### config.mk
export PLATFORM = sky130hd
export DESIGN_NAME = maxpool_3x3_stride2_stream
export DESIGN_NICKNAME = d
export VERILOG_FILES = /design/src/hdl/mp3s_pkg.sv /design/src/hdl/maxpool_3x3_stride2_stream.sv /design/src/hdl/mp3s_line_store.sv /design/src/hdl/mp3s_cell.sv
export SDC_FILE = /design/constraint.sdc
export NUM_CORES = 2
export LEC_CHECK = 0
export BUFFER_PORTS_ARGS = -buffer_cell sky130_fd_sc_hd__buf_2
export CORE_MARGIN = 2
export CORE_UTILIZATION = 60
export CTS_CLUSTER_SIZE = 16
export DETAILED_ROUTE_END_ITERATION = 10
export GPL_ROUTABILITY_DRIVEN = 0
export PLACE_DENSITY = 0.85
export SETUP_SLACK_MARGIN = 0.4
export SYNTH_ARGS = -nofsm -noshare
export SYNTH_HDL_FRONTEND = slang
export SYNTH_SLANG_ARGS = --single-unit
### constraint.sdc
create_clock -name clk -period 30.3 [get_ports clk]
set_input_delay 1.515 -clock clk [delete_from_list [all_inputs] [get_ports clk]]
set_output_delay 1.515 -clock clk [all_outputs]
set_load 0.02 [all_outputs]
### src/hdl/mp3s_pkg.sv
// ----------------------------------------------------------------------------
// mp3s_pkg
// Shared types, constants and helpers of the 3x3 stride-2 max pooling stream.
// ----------------------------------------------------------------------------
package mp3s_pkg;

  // Sample and position widths.
  localparam int DATA_WIDTH   = 16;
  localparam int MAX_WIDTH    = 64;
  localparam int COL_W        = 6;
  localparam int ROW_W        = 6;
  localparam int CHAN_W       = 8;
  localparam int SIZE_W       = 7;
  localparam int COUNT_W      = 9;
  localparam int CFG_IDX_W    = 2;
  localparam int CFG_DATA_W   = 9;

  // Legal register ranges.
  localparam logic [SIZE_W-1:0]  SIZE_MIN  = 7'd3;
  localparam logic [SIZE_W-1:0]  SIZE_MAX  = 7'd64;
  localparam logic [COUNT_W-1:0] COUNT_MIN = 9'd1;
  localparam logic [COUNT_W-1:0] COUNT_MAX = 9'd256;

  // Register indexes on the configuration port.
  localparam logic [CFG_IDX_W-1:0] REG_PLANE_HEIGHT  = 2'd0;
  localparam logic [CFG_IDX_W-1:0] REG_PLANE_WIDTH   = 2'd1;
  localparam logic [CFG_IDX_W-1:0] REG_CHANNEL_COUNT = 2'd2;

  typedef logic signed [DATA_WIDTH-1:0] sample_t;
  typedef logic [COL_W-1:0]             col_t;

  // One line store entry: the same column of the two previous rows.
  typedef struct packed {
    sample_t older;
    sample_t newer;
  } row_pair_t;

  // Signed maximum of two samples.
  function automatic sample_t max_sample(input sample_t a, input sample_t b);
    return ($signed(b) > $signed(a)) ? b : a;
  endfunction

endpackage

### src/hdl/maxpool_3x3_stride2_stream.sv
// ----------------------------------------------------------------------------
// maxpool_3x3_stride2_stream
// 3x3 max pooling with stride 2 and no padding over a stream of samples.
// ----------------------------------------------------------------------------
// The block takes one sample per clock in raster order, channel after channel,
// and gives a pooled beat for every sample that completes a window (even row
// and even column, both at least two). The line store is read and the sample
// is registered in the compute stage as it is taken; the window maximum
// is then registered at the output as the compute stage moves on. The sample
// side stalls only while a pooled beat is held back by a stalled result side.
// The line store is a single 64-entry memory holding both previous rows per
// column, read when a sample is taken and written when it moves on; two column
// cells hold the vertical maxima of the previous columns. A configuration
// write is to be made while no beat is in flight; a write to a known register
// restarts the frame. frame_done marks the last pooled beat of the last channel.
// ----------------------------------------------------------------------------
module maxpool_3x3_stride2_stream (
  input  logic                                 clk,
  input  logic                                 rst,
  // Configuration port
  input  logic                                 cfg_we,
  input  logic [mp3s_pkg::CFG_IDX_W-1:0]       cfg_index,
  input  logic [mp3s_pkg::CFG_DATA_W-1:0]      cfg_data,
  // Sample channel
  input  logic                                 sample_valid,
  output logic                                 sample_stall,
  input  mp3s_pkg::sample_t                    sample,
  // Result channel
  output logic                                 result_valid,
  input  logic                                 result_stall,
  output mp3s_pkg::sample_t                    pooled,
  output logic                                 frame_done
);
  import mp3s_pkg::*;

  // Configuration registers
  logic [SIZE_W-1:0]  plane_height;
  logic [SIZE_W-1:0]  plane_width;
  logic [COUNT_W-1:0] channel_count;

  // Positions in the frame
  logic [ROW_W-1:0]   row_pos;
  logic [COL_W-1:0]   col_pos;
  logic [CHAN_W-1:0]  chan_pos;

  // Compute stage
  logic               b_valid;
  sample_t            b_sample;
  col_t               b_col;
  logic               b_emit;
  logic               b_done;

  logic               in_accept;
  logic               out_free;
  logic               b_go;
  logic               col_last;
  logic               row_last;
  logic               chan_last;
  logic               emit;
  logic               done;
  logic [SIZE_W-1:0]  anchor_h;
  logic [SIZE_W-1:0]  anchor_w;
  logic [SIZE_W-1:0]  cfg_size;
  logic [COUNT_W-1:0] cfg_count;

  row_pair_t          rd_pair;
  row_pair_t          wr_pair;
  sample_t            vert;
  sample_t            cm_newer;
  sample_t            cm_older;
  sample_t            part_mid;
  sample_t            window;

  // Handshake: the compute stage moves on when its beat has somewhere to go.
  assign in_accept    = sample_valid && !sample_stall;
  assign out_free     = !result_valid || !result_stall;
  assign b_go         = b_valid && (!b_emit || out_free);
  assign sample_stall = b_valid && !b_go;

  // Clamp of written sizes to their legal ranges.
  always_comb begin
    cfg_size = cfg_data[SIZE_W-1:0];
    if (cfg_size < SIZE_MIN) begin
      cfg_size = SIZE_MIN;
    end else if (cfg_size > SIZE_MAX) begin
      cfg_size = SIZE_MAX;
    end
    cfg_count = cfg_data;
    if (cfg_count < COUNT_MIN) begin
      cfg_count = COUNT_MIN;
    end else if (cfg_count > COUNT_MAX) begin
      cfg_count = COUNT_MAX;
    end
  end

  // Configuration registers; an unknown index is ignored.
  always_ff @(posedge clk) begin
    if (rst) begin
      plane_height  <= SIZE_MIN;
      plane_width   <= SIZE_MIN;
      channel_count <= COUNT_MIN;
    end else if (cfg_we) begin
      unique case (cfg_index)
        REG_PLANE_HEIGHT:  plane_height  <= cfg_size;
        REG_PLANE_WIDTH:   plane_width   <= cfg_size;
        REG_CHANNEL_COUNT: channel_count <= cfg_count;
        default: ;
      endcase
    end
  end

  // Last anchor of a plane dimension: the largest even index that ends a window.
  assign anchor_h = (plane_height - SIZE_W'(1)) & ~SIZE_W'(1);
  assign anchor_w = (plane_width  - SIZE_W'(1)) & ~SIZE_W'(1);

  assign col_last  = ({1'b0, col_pos} + SIZE_W'(1)) >= plane_width;
  assign row_last  = ({1'b0, row_pos} + SIZE_W'(1)) >= plane_height;
  assign chan_last = ({1'b0, chan_pos} + COUNT_W'(1)) >= channel_count;

  assign emit = (row_pos >= ROW_W'(2)) && !row_pos[0] &&
                (col_pos >= COL_W'(2)) && !col_pos[0];
  assign done = (({1'b0, chan_pos} + COUNT_W'(1)) == channel_count) &&
                ({1'b0, row_pos} == anchor_h) && ({1'b0, col_pos} == anchor_w);

  // Position counters; a write to a known register restarts the frame.
  always_ff @(posedge clk) begin
    if (rst) begin
      row_pos  <= '0;
      col_pos  <= '0;
      chan_pos <= '0;
    end else if (cfg_we && (cfg_index == REG_PLANE_HEIGHT ||
                            cfg_index == REG_PLANE_WIDTH ||
                            cfg_index == REG_CHANNEL_COUNT)) begin
      row_pos  <= '0;
      col_pos  <= '0;
      chan_pos <= '0;
    end else if (in_accept) begin
      if (col_last) begin
        col_pos <= '0;
        if (row_last) begin
          row_pos  <= '0;
          chan_pos <= chan_last ? '0 : chan_pos + CHAN_W'(1);
        end else begin
          row_pos <= row_pos + ROW_W'(1);
        end
      end else begin
        col_pos <= col_pos + COL_W'(1);
      end
    end
  end

  // Compute stage valid and payload.
  always_ff @(posedge clk) begin
    if (rst) begin
      b_valid <= 1'b0;
    end else if (in_accept) begin
      b_valid <= 1'b1;
    end else if (b_go) begin
      b_valid <= 1'b0;
    end
  end

  always_ff @(posedge clk) begin
    if (in_accept) begin
      b_sample <= sample;
      b_col    <= col_pos;
      b_emit   <= emit;
      b_done   <= done;
    end
  end

  // Line store: read as the sample is taken, write back as it moves on.
  assign wr_pair.older = rd_pair.newer;
  assign wr_pair.newer = b_sample;

  mp3s_line_store u_line_store (
    .clk     (clk),
    .rd_en   (in_accept),
    .rd_addr (col_pos),
    .rd_data (rd_pair),
    .wr_en   (b_go),
    .wr_addr (b_col),
    .wr_data (wr_pair)
  );

  // Vertical maximum of the current column.
  assign vert = max_sample(max_sample(rd_pair.older, rd_pair.newer), b_sample);

  // Column cells: the previous column, then the one before it.
  mp3s_cell u_cell_newer (
    .clk      (clk),
    .shift    (b_go),
    .data_in  (vert),
    .data_out (cm_newer),
    .part_in  (vert),
    .part_out (part_mid)
  );

  mp3s_cell u_cell_older (
    .clk      (clk),
    .shift    (b_go),
    .data_in  (cm_newer),
    .data_out (cm_older),
    .part_in  (part_mid),
    .part_out (window)
  );

  // Output register.
  always_ff @(posedge clk) begin
    if (rst) begin
      result_valid <= 1'b0;
    end else if (b_go && b_emit) begin
      result_valid <= 1'b1;
    end else if (!result_stall) begin
      result_valid <= 1'b0;
    end
  end

  always_ff @(posedge clk) begin
    if (b_go && b_emit) begin
      pooled     <= window;
      frame_done <= b_done;
    end
  end

endmodule

### src/hdl/mp3s_line_store.sv
// ----------------------------------------------------------------------------
// mp3s_line_store
// Line store of the two previous rows, one entry per column, registered read.
// ----------------------------------------------------------------------------
module mp3s_line_store (
  input  logic                 clk,
  input  logic                 rd_en,
  input  mp3s_pkg::col_t       rd_addr,
  output mp3s_pkg::row_pair_t  rd_data,
  input  logic                 wr_en,
  input  mp3s_pkg::col_t       wr_addr,
  input  mp3s_pkg::row_pair_t  wr_data
);
  import mp3s_pkg::*;

  row_pair_t mem [MAX_WIDTH];

  // Write port.
  always_ff @(posedge clk) begin
    if (wr_en) begin
      mem[wr_addr] <= wr_data;
    end
  end

  // Read port; the data holds until the next read.
  always_ff @(posedge clk) begin
    if (rd_en) begin
      rd_data <= mem[rd_addr];
    end
  end

endmodule

### src/hdl/mp3s_cell.sv
// ----------------------------------------------------------------------------
// mp3s_cell
// One column cell: holds the vertical maximum of an earlier column, passes it
// to its neighbour on each beat and folds it into the running window maximum.
// ----------------------------------------------------------------------------
module mp3s_cell (
  input  logic              clk,
  input  logic              shift,
  input  mp3s_pkg::sample_t data_in,
  output mp3s_pkg::sample_t data_out,
  input  mp3s_pkg::sample_t part_in,
  output mp3s_pkg::sample_t part_out
);
  import mp3s_pkg::*;

  sample_t held;

  // Take the column maximum from the left neighbour.
  always_ff @(posedge clk) begin
    if (shift) begin
      held <= data_in;
    end
  end

  assign data_out = held;

  // Running maximum along the chain.
  assign part_out = max_sample(part_in, held);

endmodule

# [After elaboration in Yosys (flattened, before gate mapping)]
# Memory sizes are Yosys's and may differ from the RTL's. A register that Yosys moved wholly into a read port is not among the register bits.
# Index checks and enable logic that the tools add are counted.
[word_totals] reg_bits=118 ramBits=2048 input_bits=32 output_inout_bits=19 n_memories=1
[memory_table] name="u_line_store.mem" words=64 width=32 read_ports=1 rd_ports_with_merged_regs=1 write_ports=1 line_no="mp3s_line_store.sv:16" rtl="row_pair_t mem [MAX_WIDTH];"
[classes] addsub=8 order_cmp=13 eq_ne=6 n_mux=17 n_reduce_logical=29
[op_table] op="$gt A16 B16 Y1" count=4
[op_table] op="$mux W16" count=4
[op_table] op="$mux W9" count=2
[op_table] op="$add A6 B1 Y7 const B" count=2
[op_table] op="$eq A6 B7 Y1" count=2
[op_table] op="$ge A7 B7 Y1" count=2
[op_table] op="$mux W7" count=2
[op_table] op="$sub A7 B1 Y7 const B" count=2
[op_table] op="$add A6 B1 Y6 const B" count=2
[op_table] op="$ge A6 B2 Y1 const B" count=2
[op_table] op="$mux W6" count=2
[op_table] op="$logic_and A1 B1 Y1" count=10
[op_table] op="$add A8 B1 Y9 const B" count=1
[op_table] op="$eq A9 B9 Y1" count=1
[op_table] op="$ge A9 B9 Y1" count=1
[op_table] op="$gt A9 B9 Y1 const B" count=1
[op_table] op="$lt A9 B1 Y1 const B" count=1
[op_table] op="$add A8 B1 Y8 const B" count=1
[op_table] op="$mux W8" count=1
[op_table] op="$reduce_and A2 Y1" count=4
[op_table] op="$gt A7 B7 Y1 const B" count=1
[op_table] op="$logic_not A1 Y1" count=7
[op_table] op="$lt A7 B2 Y1 const B" count=1
[op_table] op="$mux W1" count=6
[op_table] op="other kinds (8)" count=11

# [Depth between registers and ports, before layout]
[logic_depth] word_depth=9 depth_mapped=51 mapped_depth_nobuf=44

# [By module]
# A second synthesis with hierarchy kept.
[unflattened] hier_cells=4085 hier_area_um2=86658.1
[modules_own_cells] module="mp3s_line_store" n_inst=1 cells_each=3324 area_each_um2=78835.6
[modules_own_cells] module="maxpool_3x3_stride2_stream" n_inst=1 cells_each=573 area_each_um2=5487.8
[modules_own_cells] module="mp3s_cell" n_inst=2 cells_each=94 area_each_um2=1167.4

# [Worst setup path after synthesis]
# Ideal clock, no wire load.
[synth_timing] path_kind="register to register" start="register u_line_store.rd_data[0] (netlist name)" end="register pooled[10], data pin" t_arrival_ps=9836 slack_ps=20192 path_stages_with_launch=48 n_path_buf=7 synth_period_minus_slack_ps=10108 cell_sequence="edfxtp_1 -> inv_1 -> ha_1 -> nor2b_1 -> o211ai_1 -> a2111o_1 -> a31oi_4 -> buf_2 -> buf_1 -> a21oi_1 -> ha_1 -> a211oi_1 -> o21bai_1 -> a21oi_1 -> o22ai_1 -> a41o_1 -> nor2_1 -> buf_2 -> [... 12 more ...] -> nor4_2 -> or2_1 -> buf_2 -> buf_6 -> mux2i_1 -> ha_1 -> o21a_1 -> o21a_1 -> o21a_1 -> o21a_1 -> o21a_1 -> o21ai_0 -> a211oi_1 -> nor3_1 -> a211o_1 -> clkbuf_1 -> clkbuf_1 -> o221ai_1"
[synth_via] elab_chain_len=8
[synth_rtl] element="$gt A16 B16 Y1" line_no="mp3s_pkg.sv:40" rtl="return ($signed(b) > $signed(a)) ? b : a;"
[synth_rtl] element="$mux W16 (*)" line_no="mp3s_pkg.sv:40"
[synth_rtl] element="$gt A16 B16 Y1" line_no="mp3s_pkg.sv:40"
[synth_rtl] element="$mux W16 (*)" line_no="mp3s_pkg.sv:40"
[synth_rtl] element="via u_cell_newer.data_in[8]" line_no="mp3s_cell.sv:9" rtl="input mp3s_pkg::sample_t data_in,"
[synth_rtl] element="$gt A16 B16 Y1" line_no="mp3s_pkg.sv:40"
[synth_rtl] element="$mux W16 (*)" line_no="mp3s_pkg.sv:40"
[synth_rtl] element="$gt A16 B16 Y1" line_no="mp3s_pkg.sv:40"
[synth_rtl] element="$mux W16 (*)" line_no="mp3s_pkg.sv:40"
[synth_rtl] element="via u_cell_older.part_out[10]" line_no="mp3s_cell.sv:12" rtl="output mp3s_pkg::sample_t part_out"
[synth_rtl] element="to (signal assigned)" line_no="maxpool_3x3_stride2_stream.sv:221" rtl="pooled <= window;"
[synth_rtl] element="to (decl)" line_no="maxpool_3x3_stride2_stream.sv:31" rtl="output mp3s_pkg::sample_t pooled,"
# The timed path passes the listed nets; every way through them passes the cells marked *.
# A chain may end at the register's enable or synchronous reset.

# [Worst setup path after layout]
[layout_timing] start="register u_line_store.rd_data[0] (netlist name)" end="register pooled[3], data pin"
[layout_via] elab_chain_len=8
[layout_rtl] element="$gt A16 B16 Y1" line_no="mp3s_pkg.sv:40"
[layout_rtl] element="$mux W16 (*)" line_no="mp3s_pkg.sv:40"
[layout_rtl] element="$gt A16 B16 Y1" line_no="mp3s_pkg.sv:40"
[layout_rtl] element="$mux W16 (*)" line_no="mp3s_pkg.sv:40"
[layout_rtl] element="via u_cell_newer.data_in[9]" line_no="mp3s_cell.sv:9"
[layout_rtl] element="$gt A16 B16 Y1" line_no="mp3s_pkg.sv:40"
[layout_rtl] element="$mux W16 (*)" line_no="mp3s_pkg.sv:40"
[layout_rtl] element="$gt A16 B16 Y1" line_no="mp3s_pkg.sv:40"
[layout_rtl] element="$mux W16 (*)" line_no="mp3s_pkg.sv:40"
[layout_rtl] element="via u_cell_older.part_out[3]" line_no="mp3s_cell.sv:12"
# Marked as above.

==> impl_metrics.py <==
metrics = {
    "run_status": {
        "status": "finished with violations",
        "violations": "design-rule violations",
    },
    "routing": {
        "viasPerCell": 7.663,
        "dr.pass1.iters": 11,
        "vias": 46590,
        "post_drt_wl_per_cell_um": 42.01,
        "route.met3.wl_um": 36900,
        "dr_wl_met2_um": 120100,
        "highest_layer": "met5",
        "ant_nets": 0,
        "met1_length_um": 80050,
        "route.detailed.drc": 1,
        "drtIter0Drc": 9042,
        "wirelength_um": 255400,
    },
    "power_and_ir_drop": {
        "p_int_mw": 4.938,
        "p_leak_nw": 29.64,
        "clockPowerShare": 0.392,
        "power.density_nw_per_um2": 67.06,
        "power_switching_mw": 1.509,
        "irDropWorstVdd_mv": 0.05693,
        "pwr-share-comb": 0.083,
        "sequentialPowerShare": 0.525,
        "p_total_mw": 6.448,
        "swShare": 0.2341,
    },
    "timing": {
        "tightest_slew_ns": 1.320,
        "min_period_ns": 13.80,
        "rsz0062_at_grt": "no",
        "timing.fmax_mhz": 72.46,
        "setup_violations": 0,
        "timing_hold_violations_final": 0,
        "maxSlewViolCount": 0,
        "min_period_over_period": 0.4554,
        "setup_tns_ns": 0,
        "slew_headroom": 0.1156,
        "skew_ns": 0.03637,
    },
    "floorplan": {
        "ios": 51,
        "die_w_um": 383.6,
        "initial_core_util": 0.6032,
        "dieArea_um2": 147100,
        "core_area_um2": 143300,
        "rows": 139,
        "die_h_um": 383.6,
    },
    "finish": {
        "nFillCells": 7856,
        "instances_no_fill": 6080,
        "final_core_util": 0.6709,
        "syn_to_final_growth_pct": 11.23,
        "drive_above_1_share": 0.2886,
        "nets": 4127,
        "mostFrequentLayoutCells": "2,153 x edfxtp_1, 672 x mux4_2, 203 x clkbuf_16",
        "final_common_cell": "edfxtp_1",
    },
    "setup_path": {
        "cpPeakStageDelay_ns": 0.89,
        "path_class": "flip-flop to flip-flop",
        "end_kind": "flip-flop",
        "cp_max_fo": 66,
        "r2r_slack_ns": 16.50,
        "worstPathArrival_ns": 14.45,
        "required_ns": 30.95,
        "crit_slowest_cell": "a31oi_4",
        "start_kind": "flip-flop",
    },
    "global_route": {
        "grt_max_degree": 150,
        "overflow": 0,
        "grt_pass1_vias": 46190,
        "grt_pass1_wl_um": 357800,
        "antenna_found_initial": 22,
        "track_usage": 0.3524,
    },
    "synth": {
        "synth_ff_type": "edfxtp_1",
        "synth_area_um2": 86440,
        "synth_edf_count": 2153,
        "yosys_register_bits": 2198,
        "synth_nets": 3943,
        "postSynth.asyncResetShare": 0,
        "syn_inst": 3821,
        "ys_types": 64,
        "syn_area_per_cell_um2": 22.62,
        "ys_warn_count": 0,
        "yosysSeqAreaShare": 0.7583,
    },
    "min_path": {
        "hp-class": "flip-flop to flip-flop",
    },
    "place": {
        "dp_hpwl_um": 121500,
        "numPortBuffers": 50,
        "dp_cells": 5709,
    },
    "cts": {
        "clk_pin_slew_ns": 0.07,
        "cts-root-buf": "clkbuf_16",
        "cts_max_path_buffers": 3,
        "cts_tree": "built",
        "ctsHoldBuffers": 0,
        "cts_resized": 0,
        "postCtsSetupRepairBufs": 0,
        "cts_buffers": 197,
        "clkLatencyLatePin_ns": 0.86,
        "htreeDepth": 4,
        "clock-sinks": 2198,
    },
    "run": {
        "maxCapViolCount": 0,
    },
}
## power groups by stage
stage | sequential [mW] | combinational [mW] | clock, mW
detailed placement | 3.45 | 0.475 | 0
floorplan | 3.47 | 0.320 | 0
global route | 3.39 | 0.549 | 2.62
global placement | 3.45 | 0.447 | 0
finish | 3.39 | 0.536 | 2.52
CTS | 3.39 | 0.514 | 2.53
## kinds of logic after synthesis
kind of cell             after synthesis  synth area share
flip-flops                          2198            0.7583
buffers and inverters                292           0.01293
AND/OR/NAND/NOR                      310           0.01722
multiplexers                         718            0.1804
AO/OA/AOI/OAI                        176           0.01424
XOR/XNOR                              34          0.003445
adder cells (fa/ha/maj)               93           0.01339
## cell usage after synthesis, types with 5 or more instances
cell / count / share of area
nand3_1: 19 / 0.0011
nor2b_1: 14 / 0.0010
o21ai_0: 22 / 0.0013
nand4_1: 19 / 0.0014
mux4_2: 672 / 0.18
edfxtp_1: 2153 / 0.75
nor4_1: 7 / 0.00051
o21a_1: 7 / 0.00061
and3_1: 7 / 0.00051
dfxtp_1: 45 / 0.010
inv_1: 100 / 0.0043
buf_2: 5 / 0.00029
nand2_1: 41 / 0.0018
a21oi_1: 54 / 0.0031
nand2b_1: 11 / 0.00080
ha_1: 90 / 0.013
mux2i_1: 43 / 0.0050
xnor2_1: 19 / 0.0019
a21o_1: 19 / 0.0017
nor2_1: 141 / 0.0061
buf_1: 46 / 0.0020
nand3b_1: 9 / 0.00078
o211ai_1: 17 / 0.0015
clkbuf_1: 138 / 0.0060
a211o_1: 6 / 0.00061
a22oi_1: 6 / 0.00052
o221ai_1: 15 / 0.0015
xor2_1: 15 / 0.0015
nor3_1: 15 / 0.00087
## path summary, 6_finish.rpt
path	startpoint	end	depth (start not counted)
max	u_line_store.rd_data[0]	pooled[3]	48
min	b_done	frame_done	0
max reg2reg	u_line_store.rd_data[0]	pooled[3]	48
min reg2reg	b_done	frame_done	0
## flip-flops by register name (all words and copies together), names as in the netlist, 7 cells and up
signal                 count
b_sample                  16
chan_pos                   8
channel_count              9
plane_height               7
plane_width                7
pooled                    16
u_cell_newer.data_out     16
u_cell_older.data_out     16
u_line_store.mem        2048
u_line_store.rd_data      32
## critical path, delay by kind of cell (launching register included)
| family | cells | cell delay (ns) |
|---|---|---|
| flip-flops | 1 | 0.35 |
| adder cells (fa/ha/maj) | 4 | 1.28 |
| AO/OA/AOI/OAI | 24 | 6.74 |
| multiplexers | 3 | 0.91 |
| AND/OR/NAND/NOR | 9 | 1.99 |
| buffers and inverters | 8 | 2.30 |
## layout make-up
type | count | area, µm² | share of cell area
Antenna cell | 5 | 12.51 | 0.0001301
Clock buffer | 247 | 5255 | 0.05465
Clock inverter | 119 | 1052 | 0.01094
Inverter | 101 | 379.1 | 0.003943
Multi-Input combinational cell | 1331 | 20260 | 0.2107
Sequential cell | 2198 | 65570 | 0.6820
Tap cell | 1903 | 2381 | 0.02476
Timing Repair Buffer | 176 | 1234 | 0.01283
## metal layers
| metal | track usage | vias up |
|---|---|---|
| met5 | 0.003574 | - |
| met4 | 0.2013 | 24 |
| met1 | 0.4519 | 23590 |
| met2 | 0.5438 | 5158 |
| li1 | - | 16530 |
| met3 | 0.1053 | 1286 |
## per-stage QoR
stage | hold WS (ns) | instance area [µm²] | worst slack [ns]
6_report | 0.4306 | 96150 | 16.50
4_1_cts | 0.4338 | 96140 | 17.68
5_1_grt | 0.4591 | 96140 | 16.40
3_5_place_dp | 0.4181 | 89830 | 19.13
2_1_floorplan | 0.4003 | 86440 | 20.19
3_3_place_gp | 0.4104 | 89830 | 19.66
(Power assumes the default switching activity.)
